`config.mk`:
```
export PLATFORM = sky130hd
export DESIGN_NAME = escaped_frame_deframer
export DESIGN_NICKNAME = d
export VERILOG_FILES = /design/src/rtl/efd_pkg.sv /design/src/rtl/efd_core.sv /design/src/rtl/escaped_frame_deframer.sv
export SDC_FILE = /design/constraint.sdc
export NUM_CORES = 1
export LEC_CHECK = 0
export BUFFER_PORTS_ARGS = -buffer_cell sky130_fd_sc_hd__buf_2
export CAP_MARGIN = 20
export CELL_PAD_IN_SITES_DETAIL_PLACEMENT = 2
export CELL_PAD_IN_SITES_GLOBAL_PLACEMENT = 2
export CORE_MARGIN = 2
export CORE_UTILIZATION = 40
export CTS_CLUSTER_DIAMETER = 80
export DETAILED_ROUTE_END_ITERATION = 10
export GPL_TIMING_DRIVEN = 0
export PLACE_DENSITY_LB_ADDON = 0.05
export SKIP_CTS_REPAIR_TIMING = 1
export SLEW_MARGIN = 20
export SYNTH_ARGS = -nofsm -noshare
export SYNTH_HDL_FRONTEND = slang
export SYNTH_SLANG_ARGS = --single-unit
```
`constraint.sdc`:
```
create_clock -name clk -period 15.2 [get_ports clk]
set_clock_uncertainty 0.1 [all_clocks]
set_input_delay 0 -clock clk [delete_from_list [all_inputs] [get_ports clk]]
set_output_delay 0 -clock clk [all_outputs]
set_load 0.005 [all_outputs]
```
`src/rtl/efd_pkg.sv`:
```
package efd_pkg;

  localparam int unsigned COUNT_BITS_DEF = 16;

  localparam logic [7:0] MARK_START = 8'h3e;
  localparam logic [7:0] MARK_END   = 8'h3c;
  localparam logic [7:0] MARK_ESC   = 8'h3d;
  localparam logic [7:0] ESC_3C     = 8'h2c;
  localparam logic [7:0] ESC_3D     = 8'h2d;
  localparam logic [7:0] ESC_3E     = 8'h2e;

  localparam int unsigned HDR_PLUS_SUM = 7;

  localparam logic KIND_DATA   = 1'b0;
  localparam logic KIND_STATUS = 1'b1;

  typedef enum logic [2:0] {
    ST_OK      = 3'd0,
    ST_BAD_ESC = 3'd1,
    ST_SHORT   = 3'd2,
    ST_BAD_SUM = 3'd3,
    ST_LEN     = 3'd4
  } status_t;

  typedef struct packed {
    logic        kind;
    logic [7:0]  data;
    logic [15:0] payload_index;
    logic [7:0]  frame_type;
    logic [7:0]  frame_seq;
    status_t     status;
    logic        last;
  } result_t;

endpackage

```
`src/rtl/efd_core.sv`:
```
module efd_core #(
  parameter int unsigned COUNT_BITS = efd_pkg::COUNT_BITS_DEF
) (
  input  logic              clk,
  input  logic              rst_n,
  input  logic              take,
  input  logic [7:0]        rx_byte,
  output logic              res_valid,
  output efd_pkg::result_t  res
);

  localparam int unsigned CW = COUNT_BITS + 1;
  localparam logic [CW-1:0] CNT_MAX = {CW{1'b1}};
  localparam logic [CW-1:0] CNT_HDR = CW'(efd_pkg::HDR_PLUS_SUM);

  logic          in_frame_r, in_frame_nxt;
  logic          esc_pend_r, esc_pend_nxt;
  logic          esc_err_r,  esc_err_nxt;
  logic [CW-1:0] count_r,    count_nxt;
  logic [7:0]    held_r,     held_nxt;
  logic [7:0]    sum_r,      sum_nxt;
  logic [7:0]    type_r,     type_nxt;
  logic [7:0]    seq_r,      seq_nxt;
  logic [31:0]   decl_r,     decl_nxt;

  logic          dec_valid;
  logic [7:0]    dec_byte;
  logic          end_seen;
  logic [CW-1:0] idx_full;
  logic [CW+15:0] idx_ext;
  logic [33:0]   cnt_wide;
  logic [33:0]   len_want;
  efd_pkg::status_t st;

  assign idx_full = count_r - CNT_HDR;
  assign idx_ext  = {16'b0, idx_full};
  assign cnt_wide = 34'(count_r);
  assign len_want = 34'(decl_r) + 34'(efd_pkg::HDR_PLUS_SUM);

  // byte decode and escape handling
  always_comb begin
    in_frame_nxt = in_frame_r;
    esc_pend_nxt = esc_pend_r;
    esc_err_nxt  = esc_err_r;
    dec_valid    = 1'b0;
    dec_byte     = rx_byte;
    end_seen     = 1'b0;
    if (!in_frame_r) begin
      if (rx_byte == efd_pkg::MARK_START) begin
        in_frame_nxt = 1'b1;
        esc_pend_nxt = 1'b0;
        esc_err_nxt  = 1'b0;
      end
    end else if (rx_byte == efd_pkg::MARK_END) begin
      end_seen     = 1'b1;
      in_frame_nxt = 1'b0;
      esc_pend_nxt = 1'b0;
    end else if (esc_err_r) begin
      dec_valid = 1'b0;
    end else if (esc_pend_r) begin
      esc_pend_nxt = 1'b0;
      unique case (rx_byte)
        efd_pkg::ESC_3C: begin dec_valid = 1'b1; dec_byte = efd_pkg::MARK_END;   end
        efd_pkg::ESC_3D: begin dec_valid = 1'b1; dec_byte = efd_pkg::MARK_ESC;   end
        efd_pkg::ESC_3E: begin dec_valid = 1'b1; dec_byte = efd_pkg::MARK_START; end
        default:         esc_err_nxt = 1'b1;
      endcase
    end else if (rx_byte == efd_pkg::MARK_ESC) begin
      esc_pend_nxt = 1'b1;
    end else begin
      dec_valid = 1'b1;
    end
  end

  // body bookkeeping
  always_comb begin
    count_nxt = count_r;
    held_nxt  = held_r;
    sum_nxt   = sum_r;
    type_nxt  = type_r;
    seq_nxt   = seq_r;
    decl_nxt  = decl_r;
    if (!in_frame_r && rx_byte == efd_pkg::MARK_START) begin
      count_nxt = '0;
      held_nxt  = '0;
      sum_nxt   = '0;
      type_nxt  = '0;
      seq_nxt   = '0;
      decl_nxt  = '0;
    end else if (dec_valid) begin
      if (count_r == CW'(0)) type_nxt = dec_byte;
      else if (count_r == CW'(1)) seq_nxt = dec_byte;
      else if (count_r <= CW'(5)) decl_nxt = {decl_r[23:0], dec_byte};
      if (count_r != CW'(0)) sum_nxt = sum_r + held_r;
      held_nxt = dec_byte;
      if (count_r != CNT_MAX) count_nxt = count_r + CW'(1);
    end
  end

  always_comb begin
    if (esc_err_r || esc_pend_r)          st = efd_pkg::ST_BAD_ESC;
    else if (count_r < CNT_HDR)           st = efd_pkg::ST_SHORT;
    else if (sum_r != held_r)             st = efd_pkg::ST_BAD_SUM;
    else if (count_r == CNT_MAX || cnt_wide != len_want) st = efd_pkg::ST_LEN;
    else                                  st = efd_pkg::ST_OK;
  end

  always_comb begin
    res            = '0;
    res.frame_type = type_nxt;
    res.frame_seq  = seq_nxt;
    res_valid      = 1'b0;
    if (end_seen) begin
      res_valid  = 1'b1;
      res.kind   = efd_pkg::KIND_STATUS;
      res.status = st;
      res.last   = 1'b1;
    end else if (dec_valid && count_r >= CNT_HDR && count_r != CNT_MAX) begin
      res_valid         = 1'b1;
      res.kind          = efd_pkg::KIND_DATA;
      res.data          = held_r;
      res.payload_index = idx_ext[15:0];
      res.status        = efd_pkg::ST_OK;
    end
  end

  always_ff @(posedge clk) begin
    if (!rst_n) begin
      in_frame_r <= 1'b0;
      esc_pend_r <= 1'b0;
      esc_err_r  <= 1'b0;
      count_r    <= '0;
      held_r     <= '0;
      sum_r      <= '0;
      type_r     <= '0;
      seq_r      <= '0;
      decl_r     <= '0;
    end else if (take) begin
      in_frame_r <= in_frame_nxt;
      esc_pend_r <= esc_pend_nxt;
      esc_err_r  <= esc_err_nxt;
      count_r    <= count_nxt;
      held_r     <= held_nxt;
      sum_r      <= sum_nxt;
      type_r     <= type_nxt;
      seq_r      <= seq_nxt;
      decl_r     <= decl_nxt;
    end
  end

endmodule

```
`src/rtl/escaped_frame_deframer.sv`:
```
// Byte-stuffed frame receiver. Takes one raw byte per cycle and gives at most
// one result per byte: decoded payload bytes (delayed by one byte, so the sum
// byte never appears) and one status result per end marker. Each accepted
// byte is decoded in the cycle it is taken; its result sits in the output
// register from the next cycle on. in_ready is high whenever that register is
// empty or being drained this cycle, so sustained rate is one byte per clock
// while out_ready stays high. in_ready depends combinationally on out_ready.
module escaped_frame_deframer #(
  parameter int unsigned COUNT_BITS = efd_pkg::COUNT_BITS_DEF
) (
  input  logic        clk,
  input  logic        rst_n,
  input  logic        in_valid,
  output logic        in_ready,
  input  logic [7:0]  in_rx_byte,
  output logic        out_valid,
  input  logic        out_ready,
  output logic        out_kind,
  output logic [7:0]  out_data,
  output logic [15:0] out_payload_index,
  output logic [7:0]  out_frame_type,
  output logic [7:0]  out_frame_seq,
  output logic [2:0]  out_status,
  output logic        out_last
);

  logic             take;
  logic             res_valid;
  efd_pkg::result_t res;
  efd_pkg::result_t out_r;
  logic             out_valid_r;

  assign in_ready = !out_valid_r || out_ready;
  assign take     = in_valid && in_ready;

  efd_core #(
    .COUNT_BITS(COUNT_BITS)
  ) u_core (
    .clk      (clk),
    .rst_n    (rst_n),
    .take     (take),
    .rx_byte  (in_rx_byte),
    .res_valid(res_valid),
    .res      (res)
  );

  always_ff @(posedge clk) begin
    if (!rst_n) begin
      out_valid_r <= 1'b0;
    end else if (take && res_valid) begin
      out_valid_r <= 1'b1;
    end else if (out_ready) begin
      out_valid_r <= 1'b0;
    end
  end

  always_ff @(posedge clk) begin
    if (take && res_valid) begin
      out_r <= res;
    end
  end

  assign out_valid         = out_valid_r;
  assign out_kind          = out_r.kind;
  assign out_data          = out_r.data;
  assign out_payload_index = out_r.payload_index;
  assign out_frame_type    = out_r.frame_type;
  assign out_frame_seq     = out_r.frame_seq;
  assign out_status        = out_r.status;
  assign out_last          = out_r.last;

  a_status_shape: assert property (@(posedge clk) disable iff (!rst_n)
    out_valid && out_kind == efd_pkg::KIND_STATUS |->
      out_last && out_data == 8'd0 && out_payload_index == 16'd0)
    else $error("status request carries payload");

  a_data_shape: assert property (@(posedge clk) disable iff (!rst_n)
    out_valid && out_kind == efd_pkg::KIND_DATA |->
      !out_last && out_status == efd_pkg::ST_OK)
    else $error("payload request carries status");

  a_no_stall_empty: assert property (@(posedge clk) disable iff (!rst_n)
    !out_valid |-> in_ready)
    else $error("input stalled with empty output register");

  a_hold_blocks: assert property (@(posedge clk) disable iff (!rst_n)
    out_valid && !out_ready |=> out_valid)
    else $error("pending request dropped");

endmodule
```
# After elaboration in Yosys (flattened, before gate mapping)

Index checks and enable logic that the tools add are counted.

Output and inout port bits: 47
Latch bits: 0
Bits in writable memories: 0
Input bits: 12
Bits in read-only memories: 0
Bits in registers: 130
Memories kept: 0
Logic and storage cells: 127

Reductions and logical operators: 28
$lt $le $gt $ge: 3
Bitwise operators: 2
Mux-type cells: 56
Shift-type cells: 0
Div/mod/pow operators: 0
Equal/unequal tests: 15
$add $sub $neg: 4
$mul: 0

Operator list:

| operator                                                        | count |
|---|---|
| 2-to-1 mux 32 bit                                               | 5 |
| 2-to-1 mux 8 bit                                                | 16 |
| 2-to-1 mux 17 bit                                               | 3 |
| == test 8 x 6 -> 1 bit, second input constant                   | 6 |
| adder 32 x 3 -> 33 bit, second input constant                   | 1 |
| != test 17 x 33 -> 1 bit                                        | 1 |
| 2-to-1 mux 1 bit                                                | 28 |
| one-hot mux 8 bit (3 select lines)                              | 1 |
| adder 17 x 1 -> 17 bit, second input constant                   | 1 |
| == test 17 x 1 -> 1 bit, second input constant                  | 1 |
| == test 17 bit, second input constant                           | 1 |
| >= comparator 17 x 3 -> 1 bit, second input constant            | 1 |
| less-or-equal comparator 17 x 3 -> 1 bit, second input constant | 1 |
| zero test 17 bit                                                | 1 |
| less-than comparator 17 x 3 -> 1 bit, second input constant     | 1 |
| != test 17 bit, second input constant                           | 1 |
| nonzero test 17 bit                                             | 1 |
| subtractor 16 x 3 -> 16 bit, second input constant              | 1 |
| AND reduction 3 bit                                             | 4 |
| nonzero test 2 bit                                              | 6 |
| adder 8 bit                                                     | 1 |
| != test 8 bit                                                   | 1 |
| logical AND 1 bit                                               | 5 |
| AND reduction 5 bit                                             | 1 |
| other kinds (12)                                                | 19 |

# Depth between registers and ports, before layout

Gate-level depths: netlist of the first run.

Depth after elaboration: 13
Depth in mapped cells: 13

# By module

Synthesis of the first run repeated with hierarchy kept, for this count alone.

Cells, all modules: 767
Area, all modules: 6,996.7 um^2

Modules (own cells, without submodules):

| module                 | area each (um^2) | seq. area each (um^2) | cells each | times used |
|---|---|---|---|---|
| efd_core               | 5,574.1          | 1,681.6               | 716        | 1 |
| escaped_frame_deframer | 1,422.6          | 1,371.3               | 51         | 1 |

# Least setup slack after synthesis of the first run

OpenSTA, ideal clock, no wires.

Kind: flip-flop to flip-flop
From: reg u_core.count_r[9]
To: reg out_r (netlist bit out_data[0]) (enable)
Stages on the path, launching flop included: 11
Library setup time: 0.462 ns
Setup slack: 10.312 ns
Arrival time: 4.326 ns
Required time: 14.638 ns
Clock period less this slack: 4.888 ns
Cell sequence: dfxtp_1 -> clkbuf_1 -> and3_1 -> and3_1 -> nand3_1 -> nor2_1 -> and3_1 -> ha_1 -> a211oi_2 -> nand2_1 -> a21oi_1

Word-level cells in the longest chain between the ends: 6
Elaborated cells on any way between the ends: 7
Those cells by class: order compare (1); eq/ne (1); mux (2); reduce/logical (3)

RTL lines:

| what                          | line                         | source |
|---|---|---|
| start: declaration            | efd_core.sv:19               | `logic [CW-1:0] count_r, count_nxt;` |
| start signal: assignment      | efd_core.sv:142              | `count_r <= count_nxt;` |
| >= comparator 17 x 3 -> 1 bit | efd_core.sv:118              | `end else if (dec_valid && count_r >= CNT_HDR && count_r != CNT_MAX) begin` |
| logical AND 1 bit             | efd_core.sv:118              |  |
| logical AND 1 bit (*)         | efd_core.sv:118              |  |
| 2-to-1 mux 1 bit (*)          | efd_core.sv:118              |  |
| 2-to-1 mux 1 bit (*)          | efd_core.sv:113              | `if (end_seen) begin` |
| logical AND 1 bit (*)         | escaped_frame_deframer.sv:58 | `if (take && res_valid) begin` |
| end signal: assignment        | escaped_frame_deframer.sv:59 | `out_r <= res;` |
| end: declaration              | escaped_frame_deframer.sv:30 | `efd_pkg::result_t out_r;` |

Every way passes the cells marked *; elsewhere a longest branch is shown, timed or not.
A chain may end at the register's enable or synchronous reset.

# Final worst setup path of the first run

From: reg u_core.count_r[9]
To: reg out_r (netlist bit out_status[0]) (enable)

Same word-level chain as after synthesis.

==> results of run 1 <==
registers in the layout, indices dropped and copies added, names as in the netlist:
register,cells
out_kind,1
u_core.type_r,8
out_valid,1
out_frame_type,8
out_data,8
u_core.decl_r,32
u_core.in_frame_r,1
u_core.count_r,17
u_core.seq_r,8
out_last,1
u_core.sum_r,8
out_payload_index,16
out_frame_seq,8
u_core.esc_pend_r,1
out_status,3
u_core.held_r,8
u_core.esc_err_r,1
worst max-delay path by stage:
stage / from / end / slack, ps / cells after the start
global placement: u_core.count_r[9]$_SDFFE_PN0P_ / out_frame_seq[1]$_DFFE_PP_ / 8700 / 10
CTS: u_core.count_r[9]$_SDFFE_PN0P_ / out_status[0]$_SDFFCE_PN0P_ / 11070 / 11
floorplan: u_core.count_r[9]$_SDFFE_PN0P_ / out_data[0]$_SDFFCE_PP0P_ / 10310 / 10
detailed placement: u_core.count_r[9]$_SDFFE_PN0P_ / out_status[2]$_SDFFCE_PP0P_ / 11170 / 11
global route: u_core.count_r[9]$_SDFFE_PN0P_ / out_status[0]$_SDFFCE_PN0P_ / 10810 / 11
finish: u_core.count_r[9]$_SDFFE_PN0P_ / out_status[0]$_SDFFCE_PN0P_ / 11070 / 11
worst reg2reg max path, delay by kind of cell (launching register included):
kind / cells / cell delay, ps
DFF: 1 / 310
adders and majority gates: 1 / 240
AOI/OAI and AO/OA: 2 / 1270
and+or+nand+nor: 6 / 1410
buffers and inverters: 2 / 490
cell type report:
cell class | instances | area share (%)
well taps | 220 | 3.440
inverters | 21 | 0.9851
plain buffers | 50 | 2.768
repair buffers | 67 | 5.379
clock inverters | 13 | 2.174
multi-input cells | 524 | 41.44
flip-flops and latches | 130 | 38.15
clock buffers | 19 | 5.661
stage by stage:
step | cells | worst slack [ps] | power (mW) | hold slack, ps | util [%]
3_5_place_dp | 1002 | 11170 | 0.3817 | 209.8 | 44.34
4_1_cts | 1034 | 11070 | 0.8214 | -217.2 | 48.16
3_3_place_gp | 1000 | 8700 | 0.3810 | 194.4 | 43.93
6_report | 1044 | 11070 | 0.8181 | 10.00 | 48.77
5_1_grt | 1044 | 10810 | 0.8417 | 58.62 | 48.77
2_1_floorplan | 725 | 10310 | 0.3740 | 30.84 | -
layout by cell type, fill, tap and decap left out, types with 4 or more instances in the layout:
master / synthesis / routed
dfxtp_1: 85 / 85
nor2_1: 72 / 72
nand2_1: 68 / 68
buf_2: 6 / 61
edfxtp_1: 45 / 45
a21oi_1: 42 / 41
nand3_1: 41 / 41
clkbuf_1: 38 / 38
xnor2_1: 36 / 36
nor3_1: 25 / 25
a22o_1: 24 / 24
inv_1: 21 / 21
clkbuf_16: 0 / 17
xor2_1: 16 / 16
and3_1: 15 / 15
o21ai_0: 15 / 15
ha_1: 12 / 12
nand4_1: 11 / 11
or3_1: 11 / 11
mux2i_1: 11 / 11
a31oi_1: 10 / 10
dlygate4sd3_1: 0 / 10
o22ai_1: 9 / 9
nor4_1: 9 / 9
a22oi_1: 7 / 7
o31ai_1: 6 / 6
o21ai_1: 6 / 6
and2_1: 5 / 5
nor2b_1: 5 / 5
o21a_1: 4 / 4
inv_6: 0 / 4
kinds of logic after synthesis:
| logic type | count (synthesis) | share of synthesized area (%) |
|---|---|---|
| AND/OR/NAND/NOR | 289 | 21.88 |
| multiplexers | 12 | 1.823 |
| buffers and inverters | 71 | 4.511 |
| XOR/XNOR | 52 | 6.841 |
| adder cells (fa/ha/maj) | 13 | 2.556 |
| flip-flops | 130 | 45.86 |
| AO/OA/AOI/OAI | 158 | 16.54 |
per-layer routing:
metal | vias to the layer above | share of wire, % | GRT usage [%]
li1 | 2801 | - | -
met1 | 3059 | 41 | 30.68
met2 | 119 | 54 | 50.00
met3 | 40 | 3.2 | 5.096
met4 | 0 | 2.1 | 8.722
met5 | - | 0 | 0
where the power goes:
group / switching, mW / total (mW) / internal [mW]
Sequential: 0.0000883 / 0.357 / 0.357
Combinational: 0.0137 / 0.0194 / 0.00568
Clock: 0.172 / 0.441 / 0.270
==> flow_summary.yaml, run 1 <==
synth:
  syn_inst: 725
  yosys_warnings: 0
  yosys.area.top_type: "dfxtp_1"
  synthArstFlopShare_pct: 0
  synthTopCellsByArea: "dfxtp_1 (26%), edfxtp_1 (20%), xnor2_1 (4.7%), nor2_1 (4.1%), nand2_1 (3.8%)"
  synth-main-ff-cell: "dfxtp_1"
  synth_cell_type_count: 73
  synthTopCellsByCount: "dfxtp_1 (85), nor2_1 (72), nand2_1 (68)"
  synth_top_area_share_pct: 25.56
  yosys_register_bits: 130
  synth_nets: 750
  avgSynthCellArea_um2: 9.183
  ys_seq_area_share_pct: 45.86
  synth_edf_count: 45
  synth_area_mm2: 0.006658
  synth.most_common_cell: "dfxtp_1"
global_route:
  grt_overflow: 0
  grt_max_degree: 22
  grt_use_total_pct: 26.81
  grt_pass1_wl_mm: 36.89
  grt_pass1_vias: 6690
  antenna_found_initial: 0
worst_hold_path:
  hold_class: "input port to flip-flop"
  worstHoldEndpoint: "out_valid$_SDFFE_PN0P_"
  hold_depth: 4
  worstHoldStart: "out_ready"
sta:
  worst_pin_slew_ps: 818.8
  drv_slew: 0
  maxClockFrequency_mhz: 241.9
  rsz0062_at_grt: "no"
  min_period_over_period_pct: 27.19
  relSlewSlack_pct: 45.32
  finalSetupViolCount: 0
  tns_ps: 0
  final_hold_viol_count: 0
  period_minus_slack_ps: 4134
clock_network:
  numCtsBuffers: 17
  ctsRootBufferMaster: "clkbuf_16"
  cts.reportedPaths.clkPinSlew_ps: 70
  cts_sinks: 130
  worstSkewPairLatency_ps: 430
  cts_tree: "done"
  cts_max_path_buffers: 2
  cts_htree_levels: 4
floorplan:
  dieHeight_um: 133.0
  start_util_pct: 40.58
  dieArea_mm2: 0.01769
  num_rows: 47
  fp.dieW_um: 133.0
  ios: 59
  core_area_mm2: 0.01641
placement:
  gp_congestion: 0.8462
  port_buffers: 55
  dp_hpwl_mm: 16.13
  placed_cell_area_mm2: 0.007274
setup_path:
  crit_buf_inv: 2
  cp_slowest_stage_delay_ps: 710
  path_common_cell: "and3_1"
  end_kind: "flip-flop"
  cp.arrival_ps: 4160
  worst_setup_path_start_kind: "flip-flop"
  critical_path_class: "flip-flop to flip-flop"
  worst_path_max_delay_cell: "a211oi_2"
  r2r-end: "out_status[0]$_SDFFCE_PN0P_"
  crit_family: "simple AND/OR/NAND/NOR gates"
  path_cells: "clkbuf_1, and3_1, and3_1, nand3_1, nor2_1, and3_1, ha_1, a211oi_2, nand2_1, a21oi_4, buf_16"
  cp_max_fo: 21
  reg2reg_from: "u_core.count_r[9]$_SDFFE_PN0P_"
  reg2reg_slack_ps: 11070
  r2r_cells: 11
  crit_required_ps: 15230
layout:
  final_cell_area_mm2: 0.008001
  layout-drive-gt1-share_pct: 15.05
  finalNetCount: 836
  syn_to_final_growth_pct: 20.18
  multi_input_area_mm2: 0.003316
  seqCellArea_mm2: 0.003053
  antenna_cells: 0
  fill_cells: 1756
power_and_ir_drop:
  peakVddDrop_mv: 0.07834
  leakage_nw: 2.974
  p_per_area_mw_per_mm2: 102.2
drt:
  wl_mm: 22.85
  wl_per_cell_um: 21.89
  drt_pass1_iterations: 5
  via_count: 6019
  drc: 0
  routed_via_density: 5.765
  drtIter0Drc: 366
  ant_nets: 0
run:
  cap_violations: 0
run_status:
  status: "completed"
Note: power is estimated with default switching activity, not from simulation.
==> run 2: changes to the inputs <==
- ABC_AREA: not set -> 1
- CORE_UTILIZATION: 40 -> 35
- clock period: 15.2 -> 4.1 ns (I/O delays scaled with it)
==> flow_summary.yaml, run 2 <==
layout:
  final_util_pct: 41.81
  largest_reg_flops: 32
  final_cell_area_mm2: 0.008733
  syn_to_final_growth_pct: 18.16
  fill_cells: 2513
  final_common_cell: "nand2_1"
  finalNetCount: 1127
  largest-register: "u_core.decl_r"
  layout-drive-gt1-share_pct: 15.87
  antenna_cells: 0
  most-common-layout-cells: "nand2_1 (235), inv_1 (119), nor2_1 (115), a21oi_1 (92), dfxtp_1 (85)"
synth:
  yosys_register_bits: 130
  syn_inst: 1015
  avgSynthCellArea_um2: 7.282
  synth_area_mm2: 0.007391
  synthTopCellsByArea: "dfxtp_1 (23%), edfxtp_1 (18%), nand2_1 (12%), a21oi_1 (6.2%), inv_1 (6.1%)"
  synth_cell_type_count: 45
  synth.most_common_cell: "nand2_1"
  synthArstFlopShare_pct: 0
  synth_nets: 1040
  yosys.area.top_type: "dfxtp_1"
  yosys_warnings: 0
  synth_edf_count: 45
  synthTopCellsByCount: "nand2_1 (235), inv_1 (120), nor2_1 (115)"
  synth-main-ff-cell: "dfxtp_1"
  synth_top_area_share_pct: 23.02
  ys_seq_area_share_pct: 41.31
placement:
  port_buffers: 58
  dp_hpwl_mm: 19.38
  gp_congestion: 0.8122
  placed_cell_area_mm2: 0.008053
run_status:
  status: "finished with violations"
  failed_checks: "hold timing"
run:
  cap_violations: 0
sta:
  tns_ps: 0
  worst_pin_slew_ps: 809.9
  drv_slew: 0
  hold_slack_ps: -55.15
  finalSetupViolCount: 0
  relSlewSlack_pct: 45.30
  period_minus_slack_ps: 3382
  maxClockFrequency_mhz: 295.7
  rsz0062_at_grt: "no"
  final_hold_viol_count: 1
  min_period_over_period_pct: 82.49
clock_network:
  ctsRootBufferMaster: "clkbuf_16"
  cts_htree_levels: 4
  worstSkewPairLatency_ps: 430
  numCtsBuffers: 17
  cts_max_path_buffers: 2
  cts_sinks: 130
  cts_tree: "done"
  cts.reportedPaths.clkPinSlew_ps: 60
setup_path:
  path_common_cell: "nor3_1"
  cp.arrival_ps: 3460
  crit_required_ps: 4180
  cp_slowest_stage_delay_ps: 540
  end_kind: "flip-flop"
  cp_max_fo: 24
  critical_path_class: "flip-flop to flip-flop"
  worst_path_max_delay_cell: "nor3_1"
  worst_setup_path_start_kind: "flip-flop"
  crit_buf_inv: 3
  crit_family: "simple AND/OR/NAND/NOR gates"
  path_cells: "nand2_1, nor3_1, nand4_1, nor3_1, ha_1, inv_1, nand2_2, nor2_1, o21ai_0, inv_2, buf_16"
floorplan:
  num_rows: 53
  fp.dieW_um: 149.3
  dieArea_mm2: 0.02230
  start_util_pct: 35.38
  ios: 59
  core_area_mm2: 0.02089
  dieHeight_um: 149.3
drt:
  wl_mm: 26.30
  via_count: 7115
  wl_per_cell_um: 18.92
  drc: 0
  drt_pass1_iterations: 4
  ant_nets: 0
  drtIter0Drc: 264
  routed_via_density: 5.119
power_and_ir_drop:
  peakVddDrop_mv: 0.2453
  p_per_area_mw_per_mm2: 343.5
  leakage_nw: 3.838
global_route:
  grt_overflow: 0
  antenna_found_initial: 0
  grt_pass1_vias: 7489
  grt_pass1_wl_mm: 41.19
  grt_use_total_pct: 24.02
  grt_max_degree: 25
worst_hold_path:
  hold_class: "input port to flip-flop"
==> run 2: cell count changes in the layout (fill, tap and decap cells not counted), moves of 14 or more <==
cell / previous run / this run
a22o_1: 24 / 0
a21oi_1: 41 / 92
xnor2_1: 36 / 6
clkbuf_1: 38 / 10
nor2_1: 72 / 115
and3_1: 15 / 1
o21ai_0: 15 / 37
nand2_1: 68 / 235
nand3_1: 41 / 72
inv_1: 21 / 119
==> run 2: cells by family (layout without fill, tap and decap cells) <==
group                      after synthesis  count (layout)  synth area share (%)
adders and majority gates               13              13                 2.302
AOI/OAI and AO/OA                      160             160                 11.72
xor gates and xnor gates                30              30                 3.555
DFF                                    130             130                 41.31
and+or+nand+nor                        512             512                 31.25
buffers and inverters                  170             270                 9.870
==> run 2: stage by stage <==
step	power [mW]	worst slack, ps	cells	hold WS, ps
2_1_floorplan	1.425	1316	1015	1.597
3_3_place_gp	1.462	276.3	1348	205.9
3_5_place_dp	1.467	764.5	1349	214.1
4_1_cts	3.025	699.3	1381	-225.9
5_1_grt	3.096	363.2	1390	2.929
6_report	3.000	717.9	1390	-55.15
==> run 2: routing by layer <==
layer	wire length [um]	track usage, %	share of wire [%]
met1	12720	32.86	48
met2	12810	40.71	49
met3	604	3.517	2.3
met4	168	4.381	0.64
met5	0	0	0
==> run 2: worst paths after layout <==
path | endpoint | slack (ps) | depth (start not counted) | startpoint
worst min-delay path | u_core.in_frame_r$_SDFFE_PN0P_ | -60 | 4 | in_valid
worst max-delay path | out_data[4]$_SDFFCE_PP0P_ | 720 | 11 | u_core.count_r[7]$_SDFFE_PN0P_
worst min register to register | u_core.sum_r[3]$_SDFFE_PN0P_ | 370 | 2 | u_core.sum_r[3]$_SDFFE_PN0P_
worst max register to register | out_data[4]$_SDFFCE_PP0P_ | 720 | 11 | u_core.count_r[7]$_SDFFE_PN0P_
==> run 2: power by group <==
group | leakage, nW | internal [mW] | switching (mW)
Clock | 0.287 | 0.918 | 0.634
Sequential | 1.13 | 1.34 | 0.00566
Combinational | 2.42 | 0.0327 | 0.0711
Total | 3.84 | 2.29 | 0.711
==> run 2: tightest hold or removal path: cells and delay by family <==
| family | cells | cell delay [ps] |
|---|---|---|
| buffers and inverters | 1 | 80 |
| AND/OR/NAND/NOR | 2 | 250 |
| AO/OA/AOI/OAI | 1 | 80 |
==> run 2: cell type report <==
class	count	area, um2	area share, %
Buffer	40	241.5	2.765
Inverter	130	488.0	5.587
Sequential cell	130	3053	34.96
Clock buffer	18	439.2	5.029
Timing Repair Buffer	68	407.9	4.670
Tap cell	275	344.1	3.940
Clock inverter	14	151.4	1.734
Multi-Input combinational cell	715	3608	41.32
